**src/hw/rtl/sip_fifo.sv**
```systemverilog
// ----------------------------------------------------------------------------
// sip_fifo
// Short queue between the classify front and the point back end.
// ----------------------------------------------------------------------------
module sip_fifo #(
  parameter int unsigned DATA_W = 8,
  parameter int unsigned DEPTH  = 4
) (
  input  logic              clk_i,
  input  logic              rst_ni,
  input  logic              push_valid_i,
  output logic              push_ready_o,
  input  logic [DATA_W-1:0] push_data_i,
  output logic              pop_valid_o,
  input  logic              pop_ready_i,
  output logic [DATA_W-1:0] pop_data_o
);
  localparam int unsigned AW = (DEPTH > 1) ? $clog2(DEPTH) : 1;
  localparam int unsigned CW = $clog2(DEPTH + 1);

  logic [DATA_W-1:0] mem_q [DEPTH];
  logic [AW-1:0]     wptr_q, rptr_q;
  logic [CW-1:0]     cnt_q;
  logic              push, pop;

  assign push_ready_o = (cnt_q != CW'(DEPTH));
  assign pop_valid_o  = (cnt_q != '0);
  assign push         = push_valid_i && push_ready_o;
  assign pop          = pop_valid_o && pop_ready_i;
  assign pop_data_o   = mem_q[rptr_q];

  always_ff @(posedge clk_i) begin
    if (push) begin
      mem_q[wptr_q] <= push_data_i;
    end
  end

  always_ff @(posedge clk_i or negedge rst_ni) begin
    if (!rst_ni) begin
      wptr_q <= '0;
      rptr_q <= '0;
      cnt_q  <= '0;
    end else begin
      if (push) begin
        wptr_q <= (wptr_q == AW'(DEPTH - 1)) ? '0 : wptr_q + AW'(1);
      end
      if (pop) begin
        rptr_q <= (rptr_q == AW'(DEPTH - 1)) ? '0 : rptr_q + AW'(1);
      end
      case ({push, pop})
        2'b10:   cnt_q <= cnt_q + CW'(1);
        2'b01:   cnt_q <= cnt_q - CW'(1);
        default: cnt_q <= cnt_q;
      endcase
    end
  end

endmodule

```
**config.mk**
```make
export PLATFORM = sky130hd
export DESIGN_NAME = sip_fifo
export DESIGN_NICKNAME = d
export VERILOG_FILES = /design/src/hw/rtl/sip_fifo.sv
export SDC_FILE = /design/constraint.sdc
export NUM_CORES = 1
export LEC_CHECK = 0
export ABC_AREA = 1
export BUFFER_PORTS_ARGS = -buffer_cell sky130_fd_sc_hd__buf_2
export CORE_ASPECT_RATIO = 1.2
export CORE_MARGIN = 5
export CORE_UTILIZATION = 56
export DETAILED_ROUTE_END_ITERATION = 7
export MAX_ROUTING_LAYER = met4
export PLACE_DENSITY = 0.78
export SLEW_MARGIN = 30
export SYNTH_ARGS = -nofsm -noshare
export SYNTH_HDL_FRONTEND = slang
export SYNTH_SLANG_ARGS = --single-unit
```
**constraint.sdc**
```tcl
create_clock -name clk_i -period 2.3 [get_ports clk_i]
set_clock_uncertainty 0.2 [all_clocks]
set_input_delay 0.115 -clock clk_i [delete_from_list [all_inputs] [get_ports clk_i]]
set_output_delay 0.115 -clock clk_i [all_outputs]
set_load 0.005 [all_outputs]
```
==> metrics.sh <==
POWER.NET_SWITCHING_uW=841
YOSYS_WARNINGS=0
NETLIST_TOP_CELLS_AREA='sky130_fd_sc_hd__edfxtp_1 54%, sky130_fd_sc_hd__dfrtp_1 9.9%, sky130_fd_sc_hd__nand2_1 7.8%, sky130_fd_sc_hd__o211ai_1 6.3%, sky130_fd_sc_hd__inv_1 6.1%'
SYNTHESIS.INSTANCES=152
SYNTH_SEQ_CELLS=39
MAPPEDNETLISTNETS=171
DIE_AREA_SQ_MM=0.00440
FIN_SETUP_TNS_NS=0
VIAS=1147
GRT_USE_TOTAL_PCT=16.2
SYNTH_COMMONEST_CELLS='37 x sky130_fd_sc_hd__nand2_1, 32 x sky130_fd_sc_hd__edfxtp_1, 29 x sky130_fd_sc_hd__inv_1'
ROUTE.DETAILED.VIAS_PER_INST=5.01
FINAL_ANTENNA_NET_COUNT=0
WORST-ENDPOINT-REQUIRED_NS=2.33
PWR-SHARE-SEQ_PCT=42.0
POST_ROUTE_DRC_VIOLATION_COUNT=0
P_COMB_SHARE_PCT=36.3
RESULT_OF_THE_RUN='completed'
STATIC-LEAKAGE-POWER_nW=0.942
CP-END-KIND='register'
FINALSETUPVIOLATIONS=0
WORSTSETUPSTARTPOINTTYPE='register'
GRT_START_MAX_NET_PINS=36
POST_CTS_HOLD_BUFFER_COUNT=12
FIN_WS_NS=0.253
SYN2LAYOUT_AREA_GROWTH_PCT=19.9
HOLD_PATH_STARTPOINT='cnt_q[0]'
SYN_AREA_SQ_MM=0.00178
CRIT_ARRIVAL_NS=2.08
CRITPATHKIND='reg -> reg'
YS_SEQ_AREA_SHARE_PCT=63.9
SYNTH_ENABLE_FLOP_CELLS=32
SYNTH.MOST_COMMON_CELL='sky130_fd_sc_hd__nand2_1'
SYNTHARSTFLOPSHARE_PCT=17.9
YS_DOMINANT_REG_CELL='sky130_fd_sc_hd__edfxtp_1'
CTS-ROOT-BUF='sky130_fd_sc_hd__clkbuf_4'
CTS_TREE='yes'
CTS.CLK_SLEW.WORST_PATHS_NS=0.10
SHARE_CLK_OF_TOTAL_POWER_PCT=21.7
WORSTREG2REGSTART='cnt_q[1]'
GRT_FIRST_PASS_WIRELENGTH_UM=5040
SYNTH.LIB_CELLS_USED.DISTINCT=19
SLEW_VIOLATIONS=0
SW_FRAC_OF_TOTAL_PCT=33.6
MAX_SLEW.WORST_PIN.SLEW_NS=0.438
CAP_VIOLATIONS=0
MAXIMUM_VDD_IR_DROP_V=0.000788
MIN_PERIOD_NS=2.05
DIE_WIDTH_UM=61.4
NUM_ROWS=22
MAXSLEWHEADROOM_PCT=70.8
FINAL_MIN_PERIOD_OVER_CLOCK_PERIOD_PCT=89.0
DP_HPWL_UM=2030
RSZ0062_AT_GRT='false'
CRITICAL_PATH.STARTPOINT='cnt_q[1]'
GRT_ANTENNA_BEFORE_REPAIR=0
FIRST_PASS_DRT_ITERATIONS=4
TOP_CELL_TYPE_S_SHARE_OF_SYNTHESIZED_AREA_PCT=54.1
DP_WORST_SETUP_SLACK_NS=0.308
DRT-INITIAL-DRC-COUNT=31
FINAL_CELLS=229
TIMING.FMAX_MHz=488
POST_DRT_WL_PER_CELL_UM=12.6
POWER_REPORT.INTERNAL_TOTAL_mW=1.66
WORST_SKEW_PAIR.LATE_LATENCY_NS=0.33
GPL.FINAL_WEIGHTED_CONGESTION=0.821
SYNTHDOMINANTAREACELLTYPE='sky130_fd_sc_hd__edfxtp_1'
CTS_BUFFER_DEPTH=2
CTSHTREEMAXLEVEL=2
CTS_RESIZES=0
NUM-NETS-FINAL=211
FINAL_GLOBAL_ROUTE_OVERFLOW_TOTAL=0
CORE_BOX_AREA_SQ_MM=0.00306
NUM_ANTENNA_CELLS=0
LAYOUT-DRIVE-GT1-SHARE_PCT=20.2
IO_BUFFERS=21
GRT_PASS1_VIAS=1180
CRIT_FANOUT=7
TRITONCTS_NUM_SINKS=39
REPORT.FINAL.HOLD_VIOL_COUNT=0
POWER.DENSITY_mW_PER_MM2=1180
TOTAL_PLACED_CELLS_INCLUDING_TAP_CELLS=209
HOLDCRITPATHCLASS='reg -> reg'
ROUTED_WL_UM=2880
NUMCTSBUFFERS=5
NUM_IO_PINS=22
INITIAL_UTILIZATION_PCT=58.1
POSTCTSSETUPREPAIRBUFS=0
FLOORPLAN.DIE.HEIGHT_UM=71.7
WORST_HOLD_MARGIN_NS=0.299
AVERAGE_FOOTPRINT_OF_A_SYNTHESIZED_CELL_SQ_UM=11.7
-- power by group through the flow --
| stage | Sequential [mW] | Combinational [mW] | Clock [mW] |
|---|---|---|---|
| CTS | 1.05 | 0.933 | 0.554 |
| detailed placement | 1.07 | 0.907 | 0 |
| finish | 1.05 | 0.909 | 0.542 |
| global placement | 1.06 | 0.861 | 0 |
| global route | 1.07 | 1.06 | 0.584 |
| floorplan | 1.03 | 0.703 | 0 |
-- cell type report --
cell class                 count  area, sq um
timing repair buffer          38          263
clock inverter                 2         60.1
sequential                    39         1140
tap                           36         45.0
multi-input combinational     78          472
clock buffer                   6         41.3
fill                         218          926
inverter                      30          113
-- final timing paths --
path,endpoint,slack [ns],depth (start not counted)
setup / recovery,cnt_q[2],0.25,10
hold / removal,cnt_q[0],0.30,1
setup reg to reg,cnt_q[2],0.25,10
hold reg to reg,cnt_q[0],0.30,1
max in group asynchronous,rptr_q[1],1.14,3
min in group asynchronous,cnt_q[1],0.53,3
-- flip-flops by register name (all words and copies together), names as in the netlist --
| signal | flops |
|---|---|
| mem_q | 32 |
| rptr_q | 2 |
| wptr_q | 2 |
| cnt_q | 3 |
-- routing by layer --
layer,wire length [um],track usage [%]
met2,1540,28.1
met3,164,5.41
met1,1140,17.1
met5,0,-
met4,37,4.48
-- per-stage QoR --
| step | utilization [%] | power [mW] | area [sq um] |
|---|---|---|---|
| global placement | 62.4 | 1.92 | 1910 |
| global route | 69.7 | 2.72 | 2130 |
| finish | 69.7 | 2.50 | 2130 |
| floorplan | - | 1.73 | 1780 |
| detailed placement | 62.4 | 1.98 | 1910 |
| CTS | 69.7 | 2.54 | 2130 |
-- layout by cell type, fill, tap and decap left out, types with 5 or more instances in the layout --
master and count:
sky130_fd_sc_hd__nor2_1 6, sky130_fd_sc_hd__edfxtp_1 32, sky130_fd_sc_hd__clkbuf_4 5, sky130_fd_sc_hd__inv_1 29, sky130_fd_sc_hd__o211ai_1 15, sky130_fd_sc_hd__dlygate4sd3_1 12
sky130_fd_sc_hd__buf_2 21, sky130_fd_sc_hd__nand2_1 37, sky130_fd_sc_hd__dfrtp_1 7, sky130_fd_sc_hd__nand3_1 5, sky130_fd_sc_hd__ha_1 6, sky130_fd_sc_hd__buf_4 5
-- critical path: stages (launching register included) --
cell                      delay [ns]
sky130_fd_sc_hd__dfrtp_1        0.39
sky130_fd_sc_hd__inv_1          0.18
sky130_fd_sc_hd__nand3_4        0.13
sky130_fd_sc_hd__nand2_4        0.11
sky130_fd_sc_hd__ha_1           0.18
sky130_fd_sc_hd__inv_1          0.07
sky130_fd_sc_hd__fa_1           0.40
sky130_fd_sc_hd__nand2_1        0.11
sky130_fd_sc_hd__nand3_1        0.08
sky130_fd_sc_hd__nand2_1        0.06
sky130_fd_sc_hd__nand2_1        0.05
-- cells by family (layout without fill, tap and decap cells) --
family                     count (synthesis)  after routing  synth area share (%)
AOI/OAI and AO/OA                         17             17                  7.32
buffers and inverters                     35             76                  9.51
xor gates and xnor gates                   1              1                 0.493
DFF                                       39             39                  63.9
and+or+nand+nor                           53             53                  13.4
adders and majority gates                  7              7                  5.35
Power figures use the tool's default switching activity.
